==> config.mk <==
export PLATFORM = sky130hd
export DESIGN_NAME = go_to_goal_p_controller
export DESIGN_NICKNAME = d
export VERILOG_FILES = /design/src/sv/gtg_pkg.sv /design/src/sv/gtg_dp.sv /design/src/sv/go_to_goal_p_controller.sv
export SDC_FILE = /design/constraint.sdc
export NUM_CORES = 2
export LEC_CHECK = 0
export ABC_CLOCK_PERIOD_IN_PS = 16500
export BUFFER_PORTS_ARGS = -buffer_cell sky130_fd_sc_hd__buf_2
export CORE_MARGIN = 3
export CORE_UTILIZATION = 35
export DETAILED_ROUTE_END_ITERATION = 8
export HOLD_SLACK_MARGIN = 0.1
export PLACE_DENSITY_LB_ADDON = 0.25
export SLEW_MARGIN = 20
export SYNTH_ARGS = -nofsm -noshare
export SYNTH_HDL_FRONTEND = slang
export SYNTH_SLANG_ARGS = --single-unit
==> constraint.sdc <==
create_clock -name clk -period 16.5 [get_ports clk]
set_clock_uncertainty 0.2 [all_clocks]
set_input_delay 4.125 -clock clk [delete_from_list [all_inputs] [get_ports clk]]
set_output_delay 4.125 -clock clk [all_outputs]
set_load 0.01 [all_outputs]
==> src/sv/gtg_pkg.sv <==
// ============================================================================
// gtg_pkg
// Shared types, constants and the microcode program for the go-to-goal
// proportional controller.
// ============================================================================
`timescale 1ns / 1ps
`default_nettype none

package gtg_pkg;

  // Field widths.
  localparam int POS_W   = 16;  // Q6.10 positions
  localparam int HEAD_W  = 15;  // Q3.12 heading
  localparam int TOL_W   = 17;  // Q7.10 tolerance and distance
  localparam int GAIN_W  = 12;  // Q4.8 gains
  localparam int LIN_W   = 18;  // Q8.10 linear speed
  localparam int ANG_W   = 19;  // Q7.12 angular rate
  localparam int CFG_IDX_W  = 3;
  localparam int CFG_DATA_W = 17;

  // Iteration counts. The square root takes one result bit per step.
  localparam int CORDIC_ITERATIONS = 16;
  localparam int SQRT_STEPS        = 17;
  localparam int LOOP_LEN = (CORDIC_ITERATIONS > SQRT_STEPS) ? CORDIC_ITERATIONS : SQRT_STEPS;
  localparam int ITER_W   = $clog2(LOOP_LEN);
  localparam int PC_W     = 4;

  // Angle constants, Q.16 accumulator and Q3.12 bearing.
  localparam logic signed [19:0] ANG_HALF_PI   = 20'sd102944;
  localparam logic signed [19:0] BEARING_LIMIT = 20'sd12868;

  // Output limits.
  localparam logic signed [35:0] LIN_MAX = 36'sd262143;
  localparam logic signed [35:0] ANG_MAX = 36'sd262143;
  localparam logic signed [35:0] ANG_MIN = -36'sd262144;

  // Configuration register indexes.
  typedef enum logic [CFG_IDX_W-1:0] {
    REG_GOAL_X   = 3'd0,
    REG_GOAL_Y   = 3'd1,
    REG_TOL      = 3'd2,
    REG_LIN_GAIN = 3'd3,
    REG_ANG_GAIN = 3'd4
  } cfg_reg_t;

  // Datapath micro-operations.
  typedef enum logic [3:0] {
    OP_NOP,
    OP_SQX,    // square dx, set up the CORDIC vector
    OP_SQY,    // square dy, hold dx squared
    OP_SUM,    // form the radicand, clear the root
    OP_ITER,   // one square-root step and one CORDIC step
    OP_ROUND,  // round the root, finish the bearing and heading error
    OP_MLIN,   // linear gain times distance
    OP_MANG,   // saturate speed, angular gain times heading error
    OP_EMIT    // hand the result to the output register
  } uop_t;

  // Sequencer branch conditions.
  typedef enum logic [2:0] {
    COND_NEXT,   // fall through
    COND_START,  // wait for an input beat
    COND_LOOP,   // repeat until the iteration counter is at its last value
    COND_EMIT,   // wait for a free output register, then jump
    COND_JUMP    // unconditional jump
  } cond_t;

  typedef struct packed {
    uop_t            op;
    cond_t           cond;
    logic [PC_W-1:0] target;
  } uword_t;

  // Control sent from the sequencer to the datapath.
  typedef struct packed {
    logic              load;
    uop_t              op;
    logic [ITER_W-1:0] iter;
  } gtg_ctl_t;

  localparam logic [PC_W-1:0] PC_IDLE = 4'd0;
  localparam logic [PC_W-1:0] PC_LOOP = 4'd4;

  // Microcode program.
  function automatic uword_t ucode(input logic [PC_W-1:0] pc);
    uword_t w;
    case (pc)
      4'd0:    w = '{op: OP_NOP,   cond: COND_START, target: PC_IDLE};
      4'd1:    w = '{op: OP_SQX,   cond: COND_NEXT,  target: PC_IDLE};
      4'd2:    w = '{op: OP_SQY,   cond: COND_NEXT,  target: PC_IDLE};
      4'd3:    w = '{op: OP_SUM,   cond: COND_NEXT,  target: PC_IDLE};
      4'd4:    w = '{op: OP_ITER,  cond: COND_LOOP,  target: PC_LOOP};
      4'd5:    w = '{op: OP_ROUND, cond: COND_NEXT,  target: PC_IDLE};
      4'd6:    w = '{op: OP_MLIN,  cond: COND_NEXT,  target: PC_IDLE};
      4'd7:    w = '{op: OP_MANG,  cond: COND_NEXT,  target: PC_IDLE};
      4'd8:    w = '{op: OP_EMIT,  cond: COND_EMIT,  target: PC_IDLE};
      default: w = '{op: OP_NOP,   cond: COND_JUMP,  target: PC_IDLE};
    endcase
    return w;
  endfunction

  // atan(2^-i) in Q.16 radians.
  function automatic logic [16:0] atan_q16(input logic [ITER_W-1:0] i);
    logic [16:0] v;
    case (i)
      0:       v = 17'd51472;
      1:       v = 17'd30386;
      2:       v = 17'd16055;
      3:       v = 17'd8150;
      4:       v = 17'd4091;
      5:       v = 17'd2047;
      6:       v = 17'd1024;
      7:       v = 17'd512;
      8:       v = 17'd256;
      9:       v = 17'd128;
      10:      v = 17'd64;
      11:      v = 17'd32;
      12:      v = 17'd16;
      13:      v = 17'd8;
      14:      v = 17'd4;
      15:      v = 17'd2;
      16:      v = 17'd1;
      default: v = 17'd0;
    endcase
    return v;
  endfunction

endpackage

`default_nettype wire

==> src/sv/gtg_dp.sv <==
// ============================================================================
// gtg_dp
// Datapath of the controller: offset capture, one shared multiplier, a
// one-bit-per-step square root and a vectoring CORDIC stepped together.
// ============================================================================
`timescale 1ns / 1ps
`default_nettype none

module gtg_dp (
  input  wire                                 clk,
  input  wire gtg_pkg::gtg_ctl_t              ctl,
  input  wire signed [gtg_pkg::POS_W-1:0]     goal_x,
  input  wire signed [gtg_pkg::POS_W-1:0]     goal_y,
  input  wire        [gtg_pkg::TOL_W-1:0]     tol,
  input  wire        [gtg_pkg::GAIN_W-1:0]    lin_gain,
  input  wire        [gtg_pkg::GAIN_W-1:0]    ang_gain,
  input  wire signed [gtg_pkg::POS_W-1:0]     pose_x,
  input  wire signed [gtg_pkg::POS_W-1:0]     pose_y,
  input  wire signed [gtg_pkg::HEAD_W-1:0]    pose_heading,
  output logic                                near,
  output logic       [gtg_pkg::LIN_W-1:0]     lin_speed,
  output logic signed [gtg_pkg::ANG_W-1:0]    ang_rate
);

  // Captured operands.
  logic signed [16:0] dx_r, dy_r;
  logic signed [gtg_pkg::HEAD_W-1:0] hd_r;

  // Multiplier and square-root state.
  logic signed [35:0] prod_r;
  logic        [33:0] sum_r;
  logic        [33:0] rad_r;
  logic        [19:0] rem_r;
  logic        [16:0] root_r;

  // CORDIC state.
  logic signed [27:0] x_r, y_r;
  logic signed [19:0] z_r;

  // Results.
  logic        [gtg_pkg::TOL_W-1:0] dist_r;
  logic                             near_r;
  logic signed [16:0]               err_r;
  logic        [gtg_pkg::LIN_W-1:0] lin_r;

  // Combinational helpers.
  logic signed [17:0] mul_a, mul_b;
  logic signed [35:0] mul_p;
  logic signed [27:0] xs0, ys0, x_sh, y_sh;
  logic        [19:0] rem_sh, trial;
  logic signed [19:0] z_rnd;
  logic signed [15:0] bear;
  logic signed [35:0] p_rnd;
  logic [gtg_pkg::TOL_W-1:0] dist_nxt;
  logic                      sqrt_en, cordic_en;

  // Operand select for the shared multiplier.
  always_comb begin
    case (ctl.op)
      gtg_pkg::OP_SQX: begin
        mul_a = {dx_r[16], dx_r};
        mul_b = {dx_r[16], dx_r};
      end
      gtg_pkg::OP_SQY: begin
        mul_a = {dy_r[16], dy_r};
        mul_b = {dy_r[16], dy_r};
      end
      gtg_pkg::OP_MLIN: begin
        mul_a = $signed({6'd0, lin_gain});
        mul_b = $signed({1'b0, dist_r});
      end
      gtg_pkg::OP_MANG: begin
        mul_a = $signed({6'd0, ang_gain});
        mul_b = {err_r[16], err_r};
      end
      default: begin
        mul_a = '0;
        mul_b = '0;
      end
    endcase
    mul_p = mul_a * mul_b;
  end

  // Offset scaled by 256 and CORDIC shifted terms.
  assign xs0  = {{3{dx_r[16]}}, dx_r, 8'h00};
  assign ys0  = {{3{dy_r[16]}}, dy_r, 8'h00};
  assign x_sh = x_r >>> ctl.iter;
  assign y_sh = y_r >>> ctl.iter;

  // Square-root step: bring down two radicand bits and try the next root bit.
  assign rem_sh = {rem_r[17:0], rad_r[33:32]};
  assign trial  = {1'b0, root_r, 2'b01};

  assign sqrt_en   = int'(ctl.iter) < gtg_pkg::SQRT_STEPS;
  assign cordic_en = int'(ctl.iter) < gtg_pkg::CORDIC_ITERATIONS;

  // Rounded distance and the clamped bearing in Q3.12.
  always_comb begin
    dist_nxt = root_r + {16'd0, (rem_r > {3'd0, root_r})};
    z_rnd    = (z_r + 20'sd8) >>> 4;
    if (z_rnd > gtg_pkg::BEARING_LIMIT) begin
      bear = gtg_pkg::BEARING_LIMIT[15:0];
    end else if (z_rnd < -gtg_pkg::BEARING_LIMIT) begin
      bear = 16'(-gtg_pkg::BEARING_LIMIT);
    end else begin
      bear = z_rnd[15:0];
    end
  end

  // Round the product by half an LSB of Q.8 and drop eight bits.
  assign p_rnd = (prod_r + 36'sd128) >>> 8;

  // Datapath registers, advanced by the micro-operation.
  always_ff @(posedge clk) begin
    if (ctl.load) begin
      dx_r <= $signed({goal_x[15], goal_x}) - $signed({pose_x[15], pose_x});
      dy_r <= $signed({goal_y[15], goal_y}) - $signed({pose_y[15], pose_y});
      hd_r <= pose_heading;
    end
    case (ctl.op)
      gtg_pkg::OP_SQX: begin
        prod_r <= mul_p;
        // Turn a vector with negative x by a quarter turn.
        if (dx_r < 0) begin
          if (dy_r >= 0) begin
            x_r <= ys0;
            y_r <= -xs0;
            z_r <= gtg_pkg::ANG_HALF_PI;
          end else begin
            x_r <= -ys0;
            y_r <= xs0;
            z_r <= -gtg_pkg::ANG_HALF_PI;
          end
        end else begin
          x_r <= xs0;
          y_r <= ys0;
          z_r <= '0;
        end
      end
      gtg_pkg::OP_SQY: begin
        sum_r  <= prod_r[33:0];
        prod_r <= mul_p;
      end
      gtg_pkg::OP_SUM: begin
        rad_r  <= sum_r + prod_r[33:0];
        rem_r  <= '0;
        root_r <= '0;
      end
      gtg_pkg::OP_ITER: begin
        if (sqrt_en) begin
          rad_r <= {rad_r[31:0], 2'b00};
          if (rem_sh >= trial) begin
            rem_r  <= rem_sh - trial;
            root_r <= {root_r[15:0], 1'b1};
          end else begin
            rem_r  <= rem_sh;
            root_r <= {root_r[15:0], 1'b0};
          end
        end
        if (cordic_en) begin
          if (y_r >= 0) begin
            x_r <= x_r + y_sh;
            y_r <= y_r - x_sh;
            z_r <= z_r + $signed({3'd0, gtg_pkg::atan_q16(ctl.iter)});
          end else begin
            x_r <= x_r - y_sh;
            y_r <= y_r + x_sh;
            z_r <= z_r - $signed({3'd0, gtg_pkg::atan_q16(ctl.iter)});
          end
        end
      end
      gtg_pkg::OP_ROUND: begin
        dist_r <= dist_nxt;
        near_r <= dist_nxt < tol;
        err_r  <= $signed({bear[15], bear}) - $signed({{2{hd_r[14]}}, hd_r});
      end
      gtg_pkg::OP_MLIN: begin
        prod_r <= mul_p;
      end
      gtg_pkg::OP_MANG: begin
        // Product is never negative here.
        if (p_rnd > gtg_pkg::LIN_MAX) begin
          lin_r <= gtg_pkg::LIN_MAX[17:0];
        end else begin
          lin_r <= p_rnd[17:0];
        end
        prod_r <= mul_p;
      end
      default: begin
      end
    endcase
  end

  // Saturated angular rate straight from the last product.
  always_comb begin
    if (p_rnd > gtg_pkg::ANG_MAX) begin
      ang_rate = gtg_pkg::ANG_MAX[18:0];
    end else if (p_rnd < gtg_pkg::ANG_MIN) begin
      ang_rate = gtg_pkg::ANG_MIN[18:0];
    end else begin
      ang_rate = p_rnd[18:0];
    end
  end

  assign near      = near_r;
  assign lin_speed = lin_r;

endmodule

`default_nettype wire

==> src/sv/go_to_goal_p_controller.sv <==
// ============================================================================
// go_to_goal_p_controller
// Proportional go-to-goal controller: distance and bearing to a configured
// goal from one pose sample, speed and turn-rate commands out.
// ============================================================================
//
//   Channel  Ports                                         Direction
//   -------  --------------------------------------------  ---------
//   in       in_valid, in_stall, in_pose_x/y/heading        sink
//   out      out_valid, out_stall, out_linear_speed, ...    source
//   cfg      cfg_wr_en, cfg_index, cfg_wdata                sink
//
// Each pose beat runs through the microcode program from acceptance to the
// next acceptance: the accept step, three setup steps, LOOP_LEN (17) steps
// of the shared square root and CORDIC loop, and four steps for rounding,
// the two multiplies and the hand-off.
// Synchronous active-low reset returns the sequencer to idle, empties the
// output register and restores the register defaults.
// A stalled output holds the sequencer on its final step; a new beat is taken
// as soon as the sequencer is idle, even while a result waits on out.
//
`timescale 1ns / 1ps
`default_nettype none

module go_to_goal_p_controller (
  input  wire                                  clk,
  input  wire                                  rst_n,
  // Pose input
  input  wire                                  in_valid,
  output logic                                 in_stall,
  input  wire signed [gtg_pkg::POS_W-1:0]      in_pose_x,
  input  wire signed [gtg_pkg::POS_W-1:0]      in_pose_y,
  input  wire signed [gtg_pkg::HEAD_W-1:0]     in_pose_heading,
  // Command output
  output logic                                 out_valid,
  input  wire                                  out_stall,
  output logic       [gtg_pkg::LIN_W-1:0]      out_linear_speed,
  output logic signed [gtg_pkg::ANG_W-1:0]     out_angular_rate,
  output logic                                 out_goal_reached,
  // Configuration
  input  wire                                  cfg_wr_en,
  input  wire        [gtg_pkg::CFG_IDX_W-1:0]  cfg_index,
  input  wire        [gtg_pkg::CFG_DATA_W-1:0] cfg_wdata
);

  // Configuration registers and the reached latch.
  logic signed [gtg_pkg::POS_W-1:0]  goal_x_r, goal_y_r;
  logic        [gtg_pkg::TOL_W-1:0]  tol_r;
  logic        [gtg_pkg::GAIN_W-1:0] lin_gain_r, ang_gain_r;
  logic                              reached_r;

  // Sequencer.
  logic [gtg_pkg::PC_W-1:0]   pc_r, pc_nxt;
  logic [gtg_pkg::ITER_W-1:0] iter_r, iter_nxt;
  gtg_pkg::uword_t            uword;
  gtg_pkg::gtg_ctl_t          ctl;

  // Output register.
  logic                              out_valid_r;
  logic       [gtg_pkg::LIN_W-1:0]   out_lin_r;
  logic signed [gtg_pkg::ANG_W-1:0]  out_ang_r;
  logic                              out_reached_r;

  logic                              in_fire, out_free, emit_fire, hit;
  logic                              dp_near;
  logic       [gtg_pkg::LIN_W-1:0]   dp_lin;
  logic signed [gtg_pkg::ANG_W-1:0]  dp_ang;

  assign uword     = gtg_pkg::ucode(pc_r);
  assign in_stall  = (pc_r != gtg_pkg::PC_IDLE);
  assign in_fire   = in_valid && !in_stall;
  assign out_free  = !out_valid_r || !out_stall;
  assign emit_fire = (uword.op == gtg_pkg::OP_EMIT) && out_free;
  assign hit       = reached_r || dp_near;

  // Next step and iteration count from the control word.
  always_comb begin
    pc_nxt   = pc_r;
    iter_nxt = '0;
    case (uword.cond)
      gtg_pkg::COND_NEXT: begin
        pc_nxt = pc_r + 1'b1;
      end
      gtg_pkg::COND_START: begin
        if (in_fire) begin
          pc_nxt = pc_r + 1'b1;
        end
      end
      gtg_pkg::COND_LOOP: begin
        if (iter_r == gtg_pkg::ITER_W'(gtg_pkg::LOOP_LEN - 1)) begin
          pc_nxt = pc_r + 1'b1;
        end else begin
          pc_nxt   = uword.target;
          iter_nxt = iter_r + 1'b1;
        end
      end
      gtg_pkg::COND_EMIT: begin
        if (out_free) begin
          pc_nxt = uword.target;
        end
      end
      gtg_pkg::COND_JUMP: begin
        pc_nxt = uword.target;
      end
      default: begin
        pc_nxt = gtg_pkg::PC_IDLE;
      end
    endcase
  end

  always_ff @(posedge clk) begin
    if (!rst_n) begin
      pc_r   <= gtg_pkg::PC_IDLE;
      iter_r <= '0;
    end else begin
      pc_r   <= pc_nxt;
      iter_r <= iter_nxt;
    end
  end

  assign ctl = '{load: in_fire, op: uword.op, iter: iter_r};

  gtg_dp u_dp (
    .clk          (clk),
    .ctl          (ctl),
    .goal_x       (goal_x_r),
    .goal_y       (goal_y_r),
    .tol          (tol_r),
    .lin_gain     (lin_gain_r),
    .ang_gain     (ang_gain_r),
    .pose_x       (in_pose_x),
    .pose_y       (in_pose_y),
    .pose_heading (in_pose_heading),
    .near         (dp_near),
    .lin_speed    (dp_lin),
    .ang_rate     (dp_ang)
  );

  // Register writes; a goal write clears the latch, a close pose sets it.
  always_ff @(posedge clk) begin
    if (!rst_n) begin
      goal_x_r   <= '0;
      goal_y_r   <= '0;
      tol_r      <= 17'd102;
      lin_gain_r <= 12'd384;
      ang_gain_r <= 12'd1536;
      reached_r  <= 1'b0;
    end else begin
      if (emit_fire && dp_near) begin
        reached_r <= 1'b1;
      end
      if (cfg_wr_en) begin
        case (cfg_index)
          gtg_pkg::REG_GOAL_X: begin
            goal_x_r  <= cfg_wdata[15:0];
            reached_r <= 1'b0;
          end
          gtg_pkg::REG_GOAL_Y: begin
            goal_y_r  <= cfg_wdata[15:0];
            reached_r <= 1'b0;
          end
          gtg_pkg::REG_TOL:      tol_r      <= cfg_wdata;
          gtg_pkg::REG_LIN_GAIN: lin_gain_r <= cfg_wdata[11:0];
          gtg_pkg::REG_ANG_GAIN: ang_gain_r <= cfg_wdata[11:0];
          default: begin
          end
        endcase
      end
    end
  end

  // Output register: loaded on the final step, emptied when the beat is taken.
  always_ff @(posedge clk) begin
    if (!rst_n) begin
      out_valid_r <= 1'b0;
    end else if (emit_fire) begin
      out_valid_r <= 1'b1;
    end else if (!out_stall) begin
      out_valid_r <= 1'b0;
    end
  end

  always_ff @(posedge clk) begin
    if (emit_fire) begin
      out_lin_r     <= hit ? '0 : dp_lin;
      out_ang_r     <= hit ? '0 : dp_ang;
      out_reached_r <= hit;
    end
  end

  assign out_valid        = out_valid_r;
  assign out_linear_speed = out_lin_r;
  assign out_angular_rate = out_ang_r;
  assign out_goal_reached = out_reached_r;

`ifndef SYNTH
  // A reached result always carries zero commands.
  a_reached_zero: assert property (@(posedge clk) disable iff (!rst_n)
    (out_valid_r && out_reached_r) |-> (out_lin_r == '0 && out_ang_r == '0))
    else $error("reached result with nonzero command");

  // The iteration counter only runs inside the loop step.
  a_iter_in_loop: assert property (@(posedge clk) disable iff (!rst_n)
    (iter_r != '0) |-> (pc_r == gtg_pkg::PC_LOOP))
    else $error("iteration counter running outside the loop");

  // A goal write clears the latch.
  a_goal_clears: assert property (@(posedge clk) disable iff (!rst_n)
    (cfg_wr_en && (cfg_index == gtg_pkg::REG_GOAL_X || cfg_index == gtg_pkg::REG_GOAL_Y))
    |=> !reached_r)
    else $error("goal write did not clear the latch");

  // An accepted beat starts the program.
  a_start: assert property (@(posedge clk) disable iff (!rst_n)
    in_fire |=> (pc_r == 4'd1))
    else $error("sequencer did not start after an input beat");
`endif

endmodule

`default_nettype wire

==> results.toml <==
[route]
drt-pass1-iter-count = 6
routedWlPerCell_um = 20.08
drt_wl_total_mm = 133.0
drcViolationCount = 0
ant_nets = 0
drt_iter0_markers = 3088
vias_per_cell = 5.390
route.vias.total = 35695

[placement]
placed_cells = 6513
place_congestion = 0.9063
io_buffers = 111
dp.final_hpwl_mm = 101.5

[clock_network]
cts_buffer_depth = 3
numCtsBuffers = 56
clk_latency_ns = 0.72
htree_levels = 2
clkSlewWorstSetupHoldPaths_ns = 0.06
cts_tree = "yes"
cts_setup_buffers = 0
cts.hold.buffers_added = 0
clock_sinks = 465
cts_resized = 0
cts_root_buf = "clkbuf_16"

[layout]
areaGrowthSynthToFinish_pct = 9.402
final_nets = 5625
drive_above_1_share = 0.08105
stdcell_count = 6623
final_util = 0.3876
final.fill_count = 12735

[sta]
relSlewSlack = 0.2898
hold_viol = 0
rsz0062_at_grt = "false"
period_needed_ns = 9.605
setup_viol = 0
finalCritPeriodShare = 0.5821
max_freq_ghz = 0.1041
fin_setup_tns_ns = 0
timing.final.max_slew_violations = 0
tightest_slew_ns = 1.054

[setup_path]
worstSetupEndpointType = "flip-flop"
crit_start = "uword[10]"
worst_path_largest_cell_delay_ns = 0.89
crit_end = "u_dp.prod_r[34]"
start_kind = "flip-flop"
r2r_end = "u_dp.prod_r[34]"
critPathMostFrequentCell = "fa_1"
cp_slowest_cell = "a21oi_1"
cp.arrival_ns = 9.77
reg2reg_slack_ns = 6.89
rr_worst_depth = 26
r2r-start = "uword[10]"
path_max_fanout = 51
path_class = "reg -> reg"
required_ns = 16.66

[pwr]
p_per_area_mw_per_mm2 = 190.5
ir_drop_mv = 0.1204
p_leak_nw = 20.37

[synth]
syn-num-nets = 5605
ys.flop_type = "edfxtp_1"
netlist_instances = 4906
avgSynthCellArea_um2 = 9.114
synth.distinct_cells = 104
synth-async-reset-ratio = 0
yosysWarnings = 0
synth_edf_count = 357
syn_area_mm2 = 0.04471
ys_ff_latch = 465
seq_area_frac_synth = 0.2881

[global_routing]
gr-total-overflow = 0
grt_max_degree = 85
antenna_found_initial = 8
grt_pass1_vias = 35121
gr-usage-all-layers = 0.2017
grt_pass1_wl_mm = 207.6

[floorplanning]
die_y_um = 363.4
rows = 130
ios = 112
initial_core_util = 0.3542
fp.dieArea_mm2 = 0.1321
die_x_um = 363.4
core_area_mm2 = 0.1262

[job]
max-cap-violations = 0

[min_path]
hold_path.class = "reg -> reg"
worst_hold_path.num_cells = 0

[status]
status = "finished, final reports clean"
[worst min-delay path by stage]
stage	end	startpoint
after detailed placement	u_dp.sum_r[6]	u_dp.prod_r[6]
final	u_dp.sum_r[5]	u_dp.prod_r[5]
after global placement	u_dp.sum_r[6]	u_dp.prod_r[6]
after floorplan	u_dp.sum_r[33]	u_dp.prod_r[33]
after CTS	u_dp.sum_r[5]	u_dp.prod_r[5]
after global routing	u_dp.sum_r[5]	u_dp.prod_r[5]
[cell type report]
class	count	area, um^2	area share
clock inverter	40	493.0	0.01008
clock buffer	64	1451	0.02967
inverter	586	2201	0.04499
sequential	465	12890	0.2635
tap	1650	2064	0.04220
timing repair buffer	158	948.4	0.01939
multi-input combinational	3659	28870	0.5901
antenna	1	2.502	0.00005116
[through the flow]
stage / power (mW) / hold slack, ns / worst slack, ns / area [um^2]
global placement: 7.945 / 0.2449 / 7.097 / 46890
global route: 10.24 / 0.2698 / 6.283 / 48910
finish: 9.320 / 0.2555 / 6.895 / 48920
CTS: 9.356 / 0.2643 / 6.700 / 48840
detailed placement: 7.980 / 0.2503 / 6.826 / 46890
floorplan: 6.397 / 0.2244 / 7.142 / 44710
[worst max-delay path, delay by kind of cell (launching register included)]
| family | cells | cell delay, ns |
|---|---|---|
| AO/OA/AOI/OAI | 8 | 2.90 |
| AND/OR/NAND/NOR | 6 | 1.13 |
| XOR/XNOR | 1 | 0.07 |
| adder cells (fa/ha/maj) | 7 | 3.55 |
| buffers and inverters | 4 | 0.84 |
| flip-flops | 1 | 0.55 |
[state kept, by name (all words and copies together), names as in the netlist, 16 cells and up, named ones only]
| name | cells |
|---|---|
| u_dp.prod_r | 36 |
| u_dp.rem_r | 20 |
| u_dp.lin_speed | 18 |
| u_dp.dy_r | 17 |
| goal_y_r | 16 |
| u_dp.z_r | 20 |
| u_dp.sum_r | 34 |
| tol_r | 17 |
| out_linear_speed | 18 |
| u_dp.y_r | 28 |
| u_dp.rad_r | 34 |
| goal_x_r | 16 |
| u_dp.dx_r | 17 |
| u_dp.err_r | 17 |
| out_angular_rate | 19 |
| u_dp.x_r | 28 |
| u_dp.root_r | 17 |
| u_dp.dist_r | 17 |
[cell usage after synthesis (9+ instances only)]
master	instances	area (um^2)
a211o_1	11	96.34
a211oi_1	33	247.7
a21boi_0	81	608.1
a21o_1	58	435.4
a21oi_1	246	1231
a221oi_1	9	78.83
a22oi_1	21	157.7
a31oi_1	30	187.7
and2_1	40	250.2
and3_1	57	356.6
buf_1	13	48.80
buf_2	17	85.08
clkbuf_1	155	581.8
dfxtp_1	108	2162
edfxtp_1	357	10720
fa_1	325	6506
ha_1	302	3779
inv_1	582	2185
mux2_1	13	146.4
mux2_2	22	247.7
mux2i_1	75	750.7
mux4_2	45	1013
nand2_1	581	2181
nand2b_1	36	225.2
nand3_1	124	620.6
nand4_1	29	181.4
nor2_1	472	1772
nor2b_1	43	269.0
nor3_1	94	470.5
nor3b_1	13	97.59
nor4_1	14	87.58
o211ai_1	38	285.3
o21a_1	39	292.8
o21ai_0	209	1046
o21bai_1	19	142.6
o22ai_1	14	87.58
o31ai_1	27	202.7
o41ai_1	10	87.58
or2_2	26	162.7
or3_1	29	181.4
or4_1	12	90.09
xnor2_1	206	1804
xor2_1	103	902.1
[routing by layer]
metal	part of all wire	GRT usage
met4	0.028	0.05369
met1	0.44	0.2785
met5	0	0
met3	0.066	0.02810
met2	0.46	0.3315
[report_power, final]
group	leakage [nW]	switching [mW]	internal, mW
sequential	4.18	0.296	1.72
combinational	15.3	3.63	2.35
clock	0.918	0.563	0.750
total	20.4	4.49	4.83
[cell usage in the layout (no fill, tap or decap), types with 43 or more instances in the layout]
master     synthesis  layout
nor3_1            94      92
xnor2_1          206     206
nand2_1          581     580
dfxtp_1          108     104
clkbuf_16          0      56
mux2i_1           75      75
a21o_1            58      57
buf_2             17     112
o21ai_0          209     209
edfxtp_1         357     357
nor2_1           472     468
mux4_2            45      45
inv_1            582     581
a21boi_0          81      81
nand3_1          124     124
ha_1             302     302
nor2b_1           43      43
and3_1            57      56
fa_1             325     325
a21oi_1          246     244
xor2_1           103     103
[logic make-up (layout without fill, tap and decap cells)]
logic type      Yosys count  after routing  synth area share
buf+inv                 782            848           0.06811
xor+xnor                310            310           0.06103
simple gates           1613           1613            0.1647
flops                   465            465            0.2881
compound gates          949            949            0.1377
mux                     160            160           0.05029
other cells               0              1                 0
fa+ha+maj               627            627            0.2300
No activity file was read; power rests on OpenSTA's default activity.
